### config.mk
export PLATFORM = sky130hd
export DESIGN_NAME = nearest_root_heron_refine_flat
export DESIGN_NICKNAME = d
export VERILOG_FILES = /design/src/sv/hr_pkg.sv /design/src/sv/hr_if.sv /design/src/sv/nearest_root_heron_refine.sv /design/src/sv/hr_cell.sv /design/src/flat_wrapper.sv
export SDC_FILE = /design/constraint.sdc
export NUM_CORES = 1
export LEC_CHECK = 0
export CAP_MARGIN = 20
export CORE_ASPECT_RATIO = 2
export CORE_MARGIN = 2
export CORE_UTILIZATION = 25
export DETAILED_ROUTE_END_ITERATION = 8
export DONT_BUFFER_PORTS = 1
export PLACE_DENSITY = 0.46
export SLEW_MARGIN = 25
export SYNTH_ARGS = -nofsm -noshare
export SYNTH_HDL_FRONTEND = slang
export SYNTH_SLANG_ARGS = --single-unit
### constraint.sdc
create_clock -name i_clk -period 14.35 [get_ports i_clk]
set_input_delay 3.5875 -clock i_clk [delete_from_list [all_inputs] [get_ports i_clk]]
set_output_delay 3.5875 -clock i_clk [all_outputs]
set_load 0.005 [all_outputs]
### src/sv/hr_pkg.sv
// Shared types and constants for the nearest-root Heron refinement block.
`timescale 1ns / 1ps
package hr_pkg;

    // sequencer states, one-hot
    typedef enum logic [4:0] {
        S_IDLE = 5'b00001,
        S_ROOT = 5'b00010,
        S_PREP = 5'b00100,
        S_DIV  = 5'b01000,
        S_DONE = 5'b10000
    } t_state;

    // bits retired per square-root digit step
    localparam int unsigned ROOT_DIGIT_BITS = 2;

endpackage

### src/sv/hr_if.sv
// Valid/ready channel interfaces for radicand requests and root results.
`timescale 1ns / 1ps
interface hr_in_if #(
    parameter int unsigned W = 32
);
    logic         valid;
    logic         ready;
    logic [W-1:0] radicand;

    modport source (output valid, output radicand, input ready);
    modport sink   (input valid, input radicand, output ready);
endinterface

interface hr_out_if #(
    parameter int unsigned W = 33
);
    logic         valid;
    logic         ready;
    logic [W-1:0] root_estimate;

    modport source (output valid, output root_estimate, input ready);
    modport sink   (input valid, input root_estimate, output ready);
endinterface

### src/sv/nearest_root_heron_refine.sv
// Top level: nearest integer square root refined by one Heron step.
//
// Usage
//   i_req carries one radicand per request (valid/ready); o_rsp returns one
//   root_estimate per request, unsigned fixed point with FRAC_BITS fraction
//   bits, truncated. A zero radicand returns zero.
// Timing
//   One request at a time. An accepted request runs the root digit steps,
//   the prep step and then the division steps before its result is valid
//   (RW = ceil(IN_WIDTH/2) root bits). A zero radicand goes straight to
//   done. Separate compare/subtract logic gives one root digit per cycle,
//   then one quotient bit per cycle shifted through the chain of bit cells.
// Reset
//   i_rst_n (synchronous, active low) returns the sequencer to idle and
//   drops o_rsp.valid. No stores to clear.
// Back-pressure
//   The result sits in an output register; the next request is accepted
//   while it waits. A finished result that cannot be handed over holds the
//   sequencer until o_rsp.ready frees the register.
`timescale 1ns / 1ps
module nearest_root_heron_refine #(
    parameter int unsigned IN_WIDTH  = 32,
    parameter int unsigned FRAC_BITS = 16
) (
    input logic     i_clk,
    input logic     i_rst_n,
    hr_in_if.sink   i_req,
    hr_out_if.source o_rsp
);
    import hr_pkg::*;

    localparam int unsigned RW = (IN_WIDTH + 1) / 2;            // root width
    localparam int unsigned SW = ROOT_DIGIT_BITS * RW;          // padded radicand
    localparam int unsigned OW = RW + 1 + FRAC_BITS;            // result width
    localparam int unsigned NW = IN_WIDTH + 2;                  // n + u^2
    localparam int unsigned DW = NW + FRAC_BITS;                // scaled dividend
    localparam int unsigned CW = $clog2(OW + 1);

    t_state            r_state, n_state;
    logic [CW-1:0]     r_cnt;
    logic [IN_WIDTH-1:0] r_n;
    logic [SW-1:0]     r_sh;
    logic [RW:0]       r_rem;      // root remainder, at most 2r
    logic [RW-1:0]     r_root;
    logic [RW+1:0]     r_d;        // divisor 2u
    logic [RW+1:0]     r_drem;     // division remainder
    logic              r_zero;
    logic              r_ovalid;
    logic [OW-1:0]     r_odata;

    // root digit step
    logic [RW+2:0] w_rtrial, w_rrem2;
    logic          w_rge;
    // nearest root and Heron numerator
    logic          w_up;
    logic [RW:0]   w_u;
    logic [NW-1:0] w_num;
    logic [DW-1:0] w_dvd;
    // division step
    logic [OW-1:0] w_q;
    logic [RW+2:0] w_drem2;
    logic          w_dge;
    logic          w_load, w_shift, w_emit;

    assign w_rrem2  = {r_rem, r_sh[SW-1 -: ROOT_DIGIT_BITS]};
    assign w_rtrial = (RW + 3)'({r_root, 2'b01});
    assign w_rge    = w_rrem2 >= w_rtrial;

    // u = r unless (r+1)^2 - n <= n - r^2; with below = n - r^2 that is
    // 2r + 1 <= 2*below. u^2 comes from n - below (+ 2r + 1), no multiplier.
    assign w_up  = !((RW + 2)'({r_root, 1'b1}) > (RW + 2)'({r_rem, 1'b0}));
    assign w_u   = (RW + 1)'(r_root) + (RW + 1)'(w_up);
    assign w_num = (NW)'({r_n, 1'b0}) - (NW)'(r_rem)
                 + (w_up ? (NW)'({r_root, 1'b1}) : (NW)'(0));
    assign w_dvd = (DW)'(w_num) << FRAC_BITS;

    assign w_drem2 = {r_drem, w_q[OW-1]};
    assign w_dge   = w_drem2 >= (RW + 3)'(r_d);

    assign w_load  = (r_state == S_PREP);
    assign w_shift = (r_state == S_DIV);
    assign w_emit  = (r_state == S_DONE) && (!r_ovalid || o_rsp.ready);

    // chain of bit cells: holds the low dividend bits, collects quotient bits
    for (genvar g = 0; g < OW; g++) begin : g_cell
        hr_cell u_cell (
            .i_clk       (i_clk),
            .i_load      (w_load),
            .i_load_bit  (w_dvd[g]),
            .i_shift     (w_shift),
            .i_shift_bit ((g == 0) ? w_dge : w_q[(g == 0) ? 0 : g - 1]),
            .o_bit       (w_q[g])
        );
    end

    assign i_req.ready = (r_state == S_IDLE);

    always_comb begin
        n_state = r_state;
        unique case (r_state)
            S_IDLE: if (i_req.valid) begin
                n_state = (i_req.radicand == '0) ? S_DONE : S_ROOT;
            end
            S_ROOT: if (r_cnt == CW'(1)) begin
                n_state = S_PREP;
            end
            S_PREP: n_state = S_DIV;
            S_DIV:  if (r_cnt == CW'(1)) begin
                n_state = S_DONE;
            end
            S_DONE: if (w_emit) begin
                n_state = S_IDLE;
            end
            default: n_state = S_IDLE;
        endcase
    end

    always_ff @(posedge i_clk) begin
        if (!i_rst_n) begin
            r_state  <= S_IDLE;
            r_ovalid <= 1'b0;
            r_cnt    <= '0;
        end else begin
            r_state <= n_state;
            if (w_emit) begin
                r_ovalid <= 1'b1;
            end else if (o_rsp.ready) begin
                r_ovalid <= 1'b0;
            end
            if (r_state == S_IDLE) begin
                r_cnt <= CW'(RW);
            end else if (r_state == S_PREP) begin
                r_cnt <= CW'(OW);
            end else if (r_state == S_ROOT || r_state == S_DIV) begin
                r_cnt <= r_cnt - CW'(1);
            end
        end
    end

    // datapath
    always_ff @(posedge i_clk) begin
        if (r_state == S_IDLE && i_req.valid) begin
            r_n    <= i_req.radicand;
            r_sh   <= (SW)'(i_req.radicand);
            r_rem  <= '0;
            r_root <= '0;
            r_zero <= (i_req.radicand == '0);
        end
        if (r_state == S_ROOT) begin
            r_sh   <= r_sh << ROOT_DIGIT_BITS;
            r_rem  <= w_rge ? (RW + 1)'(w_rrem2 - w_rtrial) : (RW + 1)'(w_rrem2);
            r_root <= {r_root[RW-2:0], w_rge};
        end
        if (r_state == S_PREP) begin
            r_d    <= {w_u, 1'b0};
            r_drem <= (RW + 2)'(w_dvd >> OW);
        end
        if (r_state == S_DIV) begin
            r_drem <= w_dge ? (RW + 2)'(w_drem2 - (RW + 3)'(r_d))
                            : (RW + 2)'(w_drem2);
        end
        if (w_emit) begin
            r_odata <= r_zero ? '0 : w_q;
        end
    end

    assign o_rsp.valid         = r_ovalid;
    assign o_rsp.root_estimate = r_odata;
endmodule

### src/sv/hr_cell.sv
// One bit cell of the dividend/quotient shift chain.
`timescale 1ns / 1ps
module hr_cell (
    input  logic i_clk,
    input  logic i_load,
    input  logic i_load_bit,
    input  logic i_shift,
    input  logic i_shift_bit,
    output logic o_bit
);
    import hr_pkg::*;

    logic r_bit;
    logic n_bit;

    always_comb begin
        n_bit = r_bit;
        if (i_load) begin
            n_bit = i_load_bit;
        end else if (i_shift) begin
            n_bit = i_shift_bit;
        end
    end

    always_ff @(posedge i_clk) begin
        r_bit <= n_bit;
    end

    assign o_bit = r_bit;
endmodule

### src/flat_wrapper.sv
// flat-port wrapper written by rule: the top's interface ports become plain ports
module nearest_root_heron_refine_flat import hr_pkg::*;
#(
    parameter int unsigned IN_WIDTH  = 32,
    parameter int unsigned FRAC_BITS = 16
)
  (i_clk, i_rst_n, i_req_valid, i_req_radicand, i_req_ready, o_rsp_valid, o_rsp_root_estimate, o_rsp_ready);
  hr_in_if #(.W((32))) i_req_i ();
  hr_out_if #(.W((((32) + 1) / 2 + 1 + (16)))) o_rsp_i ();
  input logic i_clk;
  input logic i_rst_n;
  input wire logic [$bits(i_req_i.valid)-1:0] i_req_valid;
  input wire logic [$bits(i_req_i.radicand)-1:0] i_req_radicand;
  output wire logic [$bits(i_req_i.ready)-1:0] i_req_ready;
  output wire logic [$bits(o_rsp_i.valid)-1:0] o_rsp_valid;
  output wire logic [$bits(o_rsp_i.root_estimate)-1:0] o_rsp_root_estimate;
  input wire logic [$bits(o_rsp_i.ready)-1:0] o_rsp_ready;
  assign i_req_i.valid = i_req_valid;
  assign i_req_i.radicand = i_req_radicand;
  assign i_req_ready = i_req_i.ready;
  assign o_rsp_valid = o_rsp_i.valid;
  assign o_rsp_root_estimate = o_rsp_i.root_estimate;
  assign o_rsp_i.ready = o_rsp_ready;
  nearest_root_heron_refine #(.IN_WIDTH(IN_WIDTH), .FRAC_BITS(FRAC_BITS)) u_core (.i_clk(i_clk), .i_rst_n(i_rst_n), .i_req(i_req_i), .o_rsp(o_rsp_i));
endmodule
; ---- Word-level counts from Yosys, hierarchy flattened
; Index checks and enable logic that the tools add are counted.
[op_classes]
mux = 56
magnitude_cmp = 3
n_addsub = 6
n_eq_ne = 10
n_reduce_logical = 15
bitwise_logic = 1
[ops]
columns = operator, n
row1 = $mux 17, 4
row2 = $mux 32, 2
row3 = $mux 18, 3
row4 = $ge 19x18->1, 2
row5 = $mux 1, 36
row6 = $add 34x34->34, 1
row7 = $sub 33x17->34, 1
row8 = $logic_not 32->1, 1
row9 = $mux 16, 2
row10 = $mux 5, 6
row11 = $pmux 5 s5, 1
row12 = $gt 17x18->1, 1
row13 = $sub 18x18->18, 1
row14 = $add 16x1->17, 1
row15 = $sub 17x17->17, 1
row16 = $mux 6, 2
row17 = $reduce_bool 2->1, 4
row18 = $eq 6x1->1 const B, 1
row19 = $ne 2x1->1 const B, 3
row20 = $sub 6x1->6 const B, 1
row21 = $eq 5x1->1 const B, 1
row22 = $eq 5x2->1 const B, 1
row23 = $eq 5x3->1 const B, 1
row24 = $eq 5x4->1 const B, 1
row25 = other kinds (10), 13
[word_totals]
register_bits = 211
input_bits = 36

; ---- Longest topological paths before layout
; Gate-level depths: netlist of the first run.
[depth]
depth_word = 5
mapped_depth = 27

; ---- Hierarchy
; Synthesis of the first run repeated with hierarchy kept, for this count alone.
[unflattened]
hier_cells = 1244
hier_area_um2 = 13380.3
[modules_own_cells]
columns = mod, cells_per_inst, seq_area_each_um2, area_each_um2, n_inst
row1 = nearest_root_heron_refine, 1145, 5205.0, 11687.5, 1
row2 = hr_cell, 3, 30.0, 51.3, 33

; ---- Least setup slack after synthesis of the first run
; OpenSTA, ideal clock, no wires.
[synth_path]
kind = reg2reg
startpoint = register u_core.r_root[10]
endpoint = register u_core.r_drem[12] (data pin)
required_ns = 14.094
synth_period_minus_slack_ns = 6.098
slack_ns = 8.252
stages_incl_launch_ff = 28
setup_time_ns = 0.256
t_arrival_ns = 5.842
n_path_buf = 2
path_cell_list = edfxtp_1 -> inv_1 -> ha_1 -> clkbuf_1 -> a21o_1 -> a21o_1 -> a21oi_1 -> o21bai_1 -> a21o_1 -> a21oi_1 -> nor2_1 -> a31oi_1 -> clkbuf_1 -> ha_1 -> inv_1 -> fa_1 -> inv_1 -> ha_1 -> fa_1 -> a211oi_2 -> o21bai_2 -> a2111oi_4 -> o21ai_2 -> a311oi_4 -> a211o_2 -> a31oi_1 -> a2111o_1 -> o211a_1
[synth_between]
elab_chain_cells = 5
[synth_lines]
columns = element, line_no
row1 = "start, declared", nearest_root_heron_refine.sv:44  ; logic [RW-1:0] r_root;
row2 = "start signal, assigned", nearest_root_heron_refine.sv:152  ; r_root <= {r_root[RW-2:0], w_rge};
row3 = $gt 17x18->1, nearest_root_heron_refine.sv:71  ; assign w_up = !((RW + 2)'({r_root, 1'b1}) > (RW + 2)'({r_rem, 1'b0}));
row4 = $mux 17 *, nearest_root_heron_refine.sv:74  ; + (w_up ? (NW)'({r_root, 1'b1}) : (NW)'(0));
row5 = $add 34x34->34 *, nearest_root_heron_refine.sv:74
row6 = $mux 18 *, nearest_root_heron_refine.sv:154  ; if (r_state == S_PREP) begin
row7 = $mux 18 *, nearest_root_heron_refine.sv:158  ; if (r_state == S_DIV) begin
row8 = "end signal, assigned", nearest_root_heron_refine.sv:156  ; r_drem <= (RW + 2)'(w_dvd >> OW);
row9 = "end signal, assigned", nearest_root_heron_refine.sv:159  ; r_drem <= w_dge ? (RW + 2)'(w_drem2 - (RW + 3)'(r_d))
row10 = "end, declared", nearest_root_heron_refine.sv:46  ; logic [RW+1:0] r_drem;
; Every way passes the cells marked *; elsewhere a longest branch is shown, timed or not. The select of a mux whose other input is x is not followed.
; A chain may end at the register's enable or synchronous reset.

; ---- Final worst setup path of the first run
; Same ends and word-level chain as after synthesis.

==> results_dict.tcl, run 1 <==
set metrics [dict create \
    viasPerCell 4.77 \
    rows 115 \
    cts_root_buf "clkbuf_16" \
    ys_ff_latch 211 \
    synth-edff-count 181 \
    drt_wl_total_mm 36.2 \
    final.setup.tns_ns 0 \
    irDropWorstVdd_v 0.0000933 \
    path_buf_inv 3 \
    layout.nets 1322 \
    firstDrtPassIters 4 \
    io_pins 71 \
    syn_area_per_cell_um2 10.6 \
    syn_nets 1315 \
    clk_pin_slew_ns 0.07 \
    intPower_mw 1.28 \
    drt_iter0_markers 446 \
    grt_max_degree 66 \
    power_mw 1.92 \
    cp-start-kind "flip-flop" \
    swShare 0.331 \
    hold_start "u_core.r_sh[0]" \
    post-cts-setup-buffers 0 \
    end_kind "flip-flop" \
    hold_violations 0 \
    numClockSinks 211 \
    holdBufCountCts 0 \
    place_hpwl_mm 27.9 \
    outcome "complete, no violations" \
    arrival_ns 6.42 \
    antenna_cells 0 \
    tritoncts "yes" \
    initial_core_util 0.253 \
    whs_endpoint "u_core.r_sh[0]" \
    vias 8785 \
    p_leak_nw 5.52 \
    grt_usage 0.139 \
    slowest_delay_ns 0.49 \
    setup_viol 0 \
    crit_path_max_fanout 8 \
    crit_slowest_cell "fa_1" \
    min_path_type "reg2reg" \
    max-cap-violations 0 \
    clkPwrFrac 0.330 \
    worstSkewPairLatency_ns 0.56 \
    r2r-start "u_core.r_root[10]" \
    syn_to_final_growth_pct 13.1 \
    max_freq_mhz 164 \
    cts_buffers 23 \
    hold_depth 2 \
    port_buffers 0 \
    antenna_found_initial 0 \
    netlist_area_um2 12400 \
    gp_congestion 0.862 \
    seq_area_frac_synth 0.485 \
    r2r_cells 25 \
    fin_ws_ns 8.24 \
    grt_pass1_wl_mm 55.0 \
    async_reset_ff_frac 0 \
    rrSetupSlack_ns 8.24 \
    required_ns 14.66 \
    worst_slew_pin_slew_ns 0.950 \
    combPwrFrac 0.279 \
    first_global_vias 9338 \
    crit_type "reg2reg" \
    fin_crit_sh 0.426 \
    fin_crit_ns 6.11 \
    synthDistinctLibCells 64 \
    cp_top_family "compound AO/OA/AOI/OAI gates" \
    die-width_um 162 \
    core-area_um2 49200 \
    relSlewSlack 0.367 \
    grt.overflow.total 0 \
    route.antenna.remaining_nets 0 \
    p_seq_frac 0.391 \
    synth_ff_type "edfxtp_1" \
    cts.repair.resized 0 \
    clk_path_buf_depth 3 \
    dieArea_um2 51700 \
    wl_per_cell_um 19.7 \
    layout-drive-gt1-share 0.0652 \
    rsz0062_at_grt "false" \
    skew_ns 0.0278 \
    rr_endpoint "u_core.r_drem[12]" \
    power_density_nw_per_um2 136 \
    htree_levels 1 \
    slew_viol_final 0 \
    dieHeight_um 319 \
    syn_inst 1173 \
    yosysWarnings 0 \
    post-place-ws_ns 8.26 \
    route.detailed.drc 0 \
    p_switching_mw 0.636 \
]
[worst reg2reg max path: stages (launching register included)]
cell and delay [ns]:
edfxtp_1 0.43, inv_1 0.19, ha_1 0.35, a21o_1 0.19, a21o_1 0.18, a21oi_1 0.15
o21bai_1 0.09, a21o_1 0.18, a21oi_1 0.14, nor2_1 0.05, a31oi_1 0.21, ha_1 0.25
inv_1 0.10, fa_1 0.49, inv_1 0.04, ha_1 0.23, fa_1 0.44, a211oi_2 0.32
o21bai_2 0.14, a2111oi_4 0.32, o21ai_2 0.15, a311oi_4 0.30, a211o_2 0.24, a31oi_1 0.14
a2111o_1 0.43, o211a_1 0.12
[cells in the final DEF (no fill, tap or decap), types with 16 or more instances in the layout]
cell and count:
fa_1 18, a21o_1 28, a22o_1 44, clkbuf_16 26, edfxtp_1 181, nand3_1 28, xor2_1 20, o21ai_0 56
nor3_1 16, ha_1 88, nor2b_1 48, dfxtp_1 30, nand2_1 77, inv_1 128, nor2_1 66, a21oi_1 80
xnor2_1 42
[stage by stage]
step / instances / hold WS (ns) / cell area [um2] / utilization
after floorplan: 1173 / 0.436 / 12400 / -
after global placement: 1797 / 0.447 / 13200 / 0.269
after detailed placement: 1798 / 0.447 / 13300 / 0.269
after CTS: 1840 / 0.456 / 14100 / 0.286
after global routing: 1840 / 0.483 / 14100 / 0.286
final: 1840 / 0.458 / 14100 / 0.286
[logic make-up (layout without fill, tap and decap cells)]
family | Yosys count | in the layout | share of synthesized area
fa+ha+maj | 106 | 106 | 0.118
flops | 211 | 211 | 0.485
simple gates | 319 | 319 | 0.130
compound gates | 306 | 306 | 0.169
xor+xnor | 62 | 62 | 0.0437
buf+inv | 162 | 186 | 0.0489
mux | 7 | 7 | 0.00574
[routing by layer]
layer / routed length, um / share of wire / track usage
met1: 12500 / 0.35 / 0.132
met2: 20800 / 0.57 / 0.285
met3: 1050 / 0.029 / 0.0169
met4: 1830 / 0.051 / 0.0688
met5: 0 / 0 / 0
[sequential cells by signal, indices dropped and copies added (netlist names), 6 cells and up]
signal                      count
u_core.r_n                     32
u_core.g_cell.u_cell.o_bit     33
u_core.r_sh                    32
u_core.r_rem                   17
u_core.r_root                  16
u_core.r_drem                  18
u_core.r_d                     17
u_core.o_rsp.root_estimate     33
u_core.r_cnt                    6
[cell usage after synthesis (6+ instances only)]
| master | number | area, um2 |
|---|---|---|
| o21a_1 | 13 | 97.6 |
| nor2b_1 | 49 | 307 |
| nand3_1 | 28 | 140 |
| ha_1 | 88 | 1100 |
| inv_1 | 130 | 488 |
| a31oi_1 | 10 | 62.6 |
| nor2_1 | 66 | 248 |
| xnor2_1 | 42 | 368 |
| nor3b_1 | 10 | 75.1 |
| nand2_1 | 78 | 293 |
| clkbuf_1 | 30 | 113 |
| dfxtp_1 | 30 | 601 |
| and2_1 | 9 | 56.3 |
| nand4_1 | 12 | 75.1 |
| a22o_1 | 44 | 385 |
| a211oi_1 | 15 | 113 |
| mux2i_1 | 6 | 60.1 |
| a21oi_1 | 80 | 400 |
| edfxtp_1 | 181 | 5440 |
| xor2_1 | 20 | 175 |
| nor4_1 | 15 | 93.8 |
| or3_1 | 7 | 43.8 |
| nor3_1 | 16 | 80.1 |
| nand2b_1 | 6 | 37.5 |
| fa_1 | 18 | 360 |
| a21o_1 | 28 | 210 |
| o21ai_0 | 56 | 280 |
[worst max path at each step]
stage	startpoint	to	slack (ns)	depth (start not counted)
floorplan	u_core.r_root[10]	u_core.r_drem[12]	8.25	27
global placement	u_core.r_root[10]	u_core.r_drem[12]	8.30	25
detailed placement	u_core.r_root[10]	u_core.r_drem[12]	8.26	25
CTS	u_core.r_root[10]	u_core.r_drem[12]	8.26	25
global route	u_core.r_root[10]	u_core.r_drem[12]	7.77	25
finish	u_core.r_root[10]	u_core.r_drem[12]	8.24	25
[power by group through the flow]
stage	Sequential (mW)	Combinational (mW)	Clock [mW]
2_1_floorplan	0.748	0.384	0
3_3_place_gp	0.765	0.534	0
3_5_place_dp	0.763	0.537	0
4_1_cts	0.750	0.540	0.650
5_1_grt	0.753	0.593	0.669
6_report	0.750	0.535	0.634
[cell type report]
type / instances / area, um2
Sequential cell: 211 / 6040
Tap cell: 643 / 805
Fill cell: 5178 / 35100
Inverter: 130 / 488
Timing Repair Buffer: 14 / 113
Clock buffer: 29 / 682
Clock inverter: 13 / 126
Multi-Input combinational cell: 800 / 5810
Note: power is estimated with default switching activity, not from simulation.
==> run 2: changes to the inputs <==
clock period = 6.25 ns   (was 14.35 ns; I/O delays follow)
==> results_dict.tcl, run 2 (synthesis results as in run 1) <==
set metrics [dict create \
    p_leak_nw 5.54 \
    post-place-ws_ns 0.239 \
    rrSetupSlack_ns 0.24 \
    hold_start "u_core.r_sh[1]" \
    final_common_cell "edfxtp_1" \
    dpl_cell_area_um2 13400 \
    final_cell_mix "edfxtp_1, inv_1, ha_1" \
    fillers 5183 \
    critPathLaunch "u_core.r_root[1]" \
    final_util 0.286 \
    relSlewSlack 0.451 \
    core-area_um2 49200 \
    wl_per_cell_um 19.7 \
    layout.nets 1336 \
    antenna_cells 0 \
    firstDrtPassIters 5 \
    hold_violations 0 \
    vias 8841 \
    die-width_um 162 \
    syn_to_final_growth_pct 13.3 \
    skew_ns 0.0124 \
    irDropWorstVdd_v 0.000167 \
    outcome "complete, no violations" \
    rows 115 \
    min_path_type "reg2reg" \
    cts_root_buf "clkbuf_16" \
    grt_max_degree 66 \
    worst_slew_pin_slew_ns 0.823 \
    gp_congestion 0.849 \
    htree_levels 1 \
    power_density_nw_per_um2 305 \
    port_buffers 0 \
    first_global_vias 9457 \
    fin_crit_sh 0.961 \
    max-cap-violations 0 \
    worstSkewPairLatency_ns 0.54 \
    fin_ws_ns 0.241 \
    cts_buffers 23 \
    setup_viol 0 \
    fin_crit_ns 6.01 \
    grt_pass1_wl_mm 55.4 \
    drt_wl_total_mm 36.5 \
    dieHeight_um 319 \
    initial_core_util 0.253 \
    final.setup.tns_ns 0 \
    clk_path_buf_depth 3 \
    grt.overflow.total 0 \
    viasPerCell 4.77 \
    end_kind "flip-flop" \
    route.antenna.remaining_nets 0 \
    route.detailed.drc 0 \
    layout-drive-gt1-share 0.0727 \
    arrival_ns 6.30 \
    stdcell_area_um2 14100 \
    crit_type "reg2reg" \
    hold_ws_ns 0.453 \
    cp-start-kind "flip-flop" \
    crit_path_max_fanout 5 \
    numClockSinks 211 \
    slew_viol_final 0 \
    drt_iter0_markers 505 \
    dieArea_um2 51700 \
    antenna_found_initial 0 \
    io_pins 71 \
    clk_pin_slew_ns 0.07 \
    required_ns 6.54 \
    r2r-start "u_core.r_root[1]" \
    grt_usage 0.141 \
    max_freq_mhz 166 \
    place_hpwl_mm 28.8 \
    tritoncts "yes" \
]
-- run 2: cell types whose count changed in the layout (fill, tap and decap cells not counted), moves of 2 or more --
cell / previous run / this run
clkbuf_1: 1 / 4
clkbuf_16: 26 / 24
clkinv_1: 2 / 4
buf_4: 13 / 27
-- run 2: worst paths after layout --
path                       endpoint  cells after the start
setup / recovery  u_core.r_drem[12]                     25
setup reg to reg  u_core.r_drem[12]                     25
hold / removal       u_core.r_sh[1]                      2
hold reg to reg      u_core.r_sh[1]                      2
-- run 2: cell type report --
type | instances | area [um2] | area share
clock buffer | 30 | 643 | 0.0456
clock inverter | 11 | 73.8 | 0.00524
inverter | 130 | 488 | 0.0346
multi-input combinational | 800 | 5830 | 0.414
sequential | 211 | 6040 | 0.428
tap | 643 | 805 | 0.0571
timing repair buffer | 28 | 218 | 0.0155
-- run 2: worst max-delay path, cell delays in order (launching register included) --
cell	delay [ns]
edfxtp_1	0.44
inv_1	0.11
ha_1	0.36
nor2b_1	0.15
o21a_1	0.16
o21a_1	0.16
o21a_1	0.16
o21a_1	0.16
o21ai_0	0.14
nand2_1	0.07
a31oi_1	0.19
ha_2	0.25
inv_1	0.08
fa_1	0.48
inv_1	0.04
ha_1	0.22
fa_1	0.44
a211oi_2	0.27
o21bai_2	0.14
a2111oi_4	0.31
o21ai_2	0.17
a311oi_4	0.32
a211o_2	0.23
a31oi_1	0.14
a2111o_1	0.44
o211a_1	0.13
-- run 2: repair_timing --
item / CTS / global route
endpoints found under the setup margin: 0 / 2
buffers inserted: 0 / 2
hold buffers: 0 / 0
resized for setup: 0 / 2
-- run 2: per-stage QoR --
stage | power (mW) | std cells
6_report | 4.29 | 1853
2_1_floorplan | 2.60 | 1173
3_3_place_gp | 3.01 | 1809
3_5_place_dp | 3.02 | 1810
5_1_grt | 4.52 | 1853
4_1_cts | 4.35 | 1851
-- run 2: layer usage --
| layer | share of wire | GRT usage |
|---|---|---|
| met1 | 0.34 | 0.128 |
| met2 | 0.59 | 0.298 |
| met3 | 0.028 | 0.0185 |
| met4 | 0.042 | 0.0592 |
| met5 | 0 | 0 |
-- run 2: report_power, final --
| part | internal (mW) | total, mW | switching [mW] |
|---|---|---|---|
| clock | 0.731 | 1.31 | 0.584 |
| sequential | 1.65 | 1.71 | 0.0666 |
| combinational | 0.491 | 1.27 | 0.776 |
| total | 2.87 | 4.29 | 1.43 |
==> run 3: changes to the inputs <==
PLACE_DENSITY = 0.48   (was 0.46)
clock period = 5.34 ns   (was 6.25 ns; I/O delays follow)
==> results_dict.tcl, run 3 (synthesis results as in run 1) <==
set metrics [dict create \
    outcome "complete, but fails checks" \
    violations "negative setup slack" \
    setup_viol 2 \
    hold_violations 0 \
    vias 9153 \
    cts_root_buf "clkbuf_16" \
    clk_path_buf_depth 3 \
    final_cell_mix "edfxtp_1, inv_1, buf_4" \
    port_buffers 0 \
    route.antenna.remaining_nets 0 \
    wl_per_cell_um 20.2 \
    fin_ws_ns -0.0222 \
    clkPwrFrac 0.295 \
    combPwrFrac 0.341 \
    first_global_vias 9664 \
    fin_crit_sh 1.00 \
    antenna_cells 0 \
    power_density_nw_per_um2 365 \
    final_common_cell "edfxtp_1" \
    grt_pass1_wl_mm 57.3 \
    drt_iter0_markers 518 \
    max-cap-violations 0 \
    dieHeight_um 319 \
    htree_levels 1 \
    stdcell_area_um2 14900 \
    cp-start-kind "flip-flop" \
    intPower_mw 3.60 \
    gp_congestion 0.840 \
    layout-drive-gt1-share 0.158 \
    skew_ns 0.0265 \
    grt_usage 0.149 \
    numClockSinks 211 \
    layout.nets 1410 \
    fillers 5154 \
    p_seq_frac 0.364 \
    rsz0062_at_grt "true" \
    multiInputGateArea_um2 6070 \
    drt_wl_total_mm 38.9 \
    dpl_cell_area_um2 13900 \
    place_hpwl_mm 31.0 \
    worst_slew_pin_slew_ns 0.980 \
    tritoncts "yes" \
    worstSkewPairLatency_ns 0.55 \
    firstDrtPassIters 5 \
    clk_pin_slew_ns 0.07 \
    p_leak_nw 5.97 \
    irDropWorstVdd_v 0.000252 \
    cts_buffers 22 \
    fin_crit_ns 5.36 \
    grt.overflow.total 0 \
    relSlewSlack 0.344 \
    min_path_type "reg2reg" \
    arrival_ns 5.65 \
    rrSetupSlack_ns -0.02 \
    grt_max_degree 55 \
    core-area_um2 49200 \
    crit_path_max_fanout 4 \
    io_pins 71 \
    syn_to_final_growth_pct 20.2 \
    hold_ws_ns 0.460 \
    rows 115 \
    die-width_um 162 \
    slew_viol_final 0 \
    p_switching_mw 1.86 \
    regArea_um2 6040 \
    required_ns 5.63 \
    swShare 0.341 \
    crit_type "reg2reg" \
    viasPerCell 4.75 \
    dieArea_um2 51700 \
    end_kind "flip-flop" \
    initial_core_util 0.253 \
    antenna_found_initial 2 \
    max_freq_mhz 186 \
    route.detailed.drc 0 \
]
-- run 3: cell count changes in the layout (fill, tap and decap cells not counted), sizes merged --
cell	delta
buf	+75
clkbuf	-6
clkinv	+1
clkinvlp	-2
inv	+6
-- run 3: per-layer routing --
| layer | share of wire | up-vias | global-route usage | routed length (um) |
|---|---|---|---|---|
| met4 | 0.086 | 4 | 0.114 | 3340 |
| met1 | 0.32 | 4394 | 0.127 | 12400 |
| met5 | 0.00059 | - | 0 | 23 |
| met3 | 0.037 | 110 | 0.0246 | 1450 |
| li1 | - | 4445 | - | - |
| met2 | 0.56 | 200 | 0.297 | 21700 |
-- run 3: path summary, 6_finish.rpt --
path         cells past startpoint           endpoint              start
min                              2     u_core.r_sh[0]     u_core.r_sh[0]
max reg2reg                     25  u_core.r_drem[12]  u_core.r_root[10]
min reg2reg                      2     u_core.r_sh[0]     u_core.r_sh[0]
max                             25  u_core.r_drem[12]  u_core.r_root[10]
-- run 3: layout make-up --
type                            count  area share
Multi-Input combinational cell    800       0.406
Clock inverter                     16     0.00988
Timing Repair Buffer              103      0.0530
Sequential cell                   211       0.404
Tap cell                          643      0.0538
Inverter                          130      0.0327
Clock buffer                       24      0.0402
-- run 3: timing repair --
action / 4_1_cts / 5_1_grt
resized for setup: 7 / 29
setup buffers: 1 / 5
hold endpoints to repair: 0 / 0
pin swaps: 0 / 4
hold buffers: 0 / 0
setup endpoints to repair: 9 / 14
-- run 3: metrics by stage --
step	setup TNS, ns	total power [mW]	instances	setup WS [ns]	utilization
2_1_floorplan	-0.0792	3.07	1173	-0.0436	-
3_3_place_gp	-0.528	3.78	1880	-0.183	0.283
3_5_place_dp	-0.913	3.78	1880	-0.159	0.283
4_1_cts	-0.0490	5.44	1921	-0.0260	0.299
5_1_grt	-1.70	5.73	1927	-0.315	0.304
6_report	-0.0331	5.46	1927	-0.0222	0.304
-- run 3: worst max-delay path, cell delays in order (launching register included) --
cell and delay [ns]:
edfxtp_1 0.44, inv_2 0.11, ha_4 0.20, a21o_1 0.15, a21o_1 0.18, a21oi_2 0.16, o21bai_1 0.08, a21o_1 0.19
a21oi_2 0.13, nor2_2 0.06, a31oi_4 0.24, ha_4 0.18, inv_2 0.04, fa_1 0.49, inv_2 0.05, ha_4 0.15
fa_2 0.38, a211oi_4 0.27, o21bai_2 0.12, a2111oi_4 0.22, o21ai_2 0.15, a311oi_4 0.29, a211o_2 0.24, a31oi_4 0.10
a2111o_1 0.37, o211a_1 0.13
-- run 3: power groups by stage --
stage               combinational [mW]  clock, mW  sequential, mW
detailed placement                1.75          0            2.03
finish                            1.86       1.61            1.99
floorplan                         1.06          0            2.01
global placement                  1.76          0            2.03
CTS                               1.78       1.66            1.99
global route                      2.03       1.70            2.00
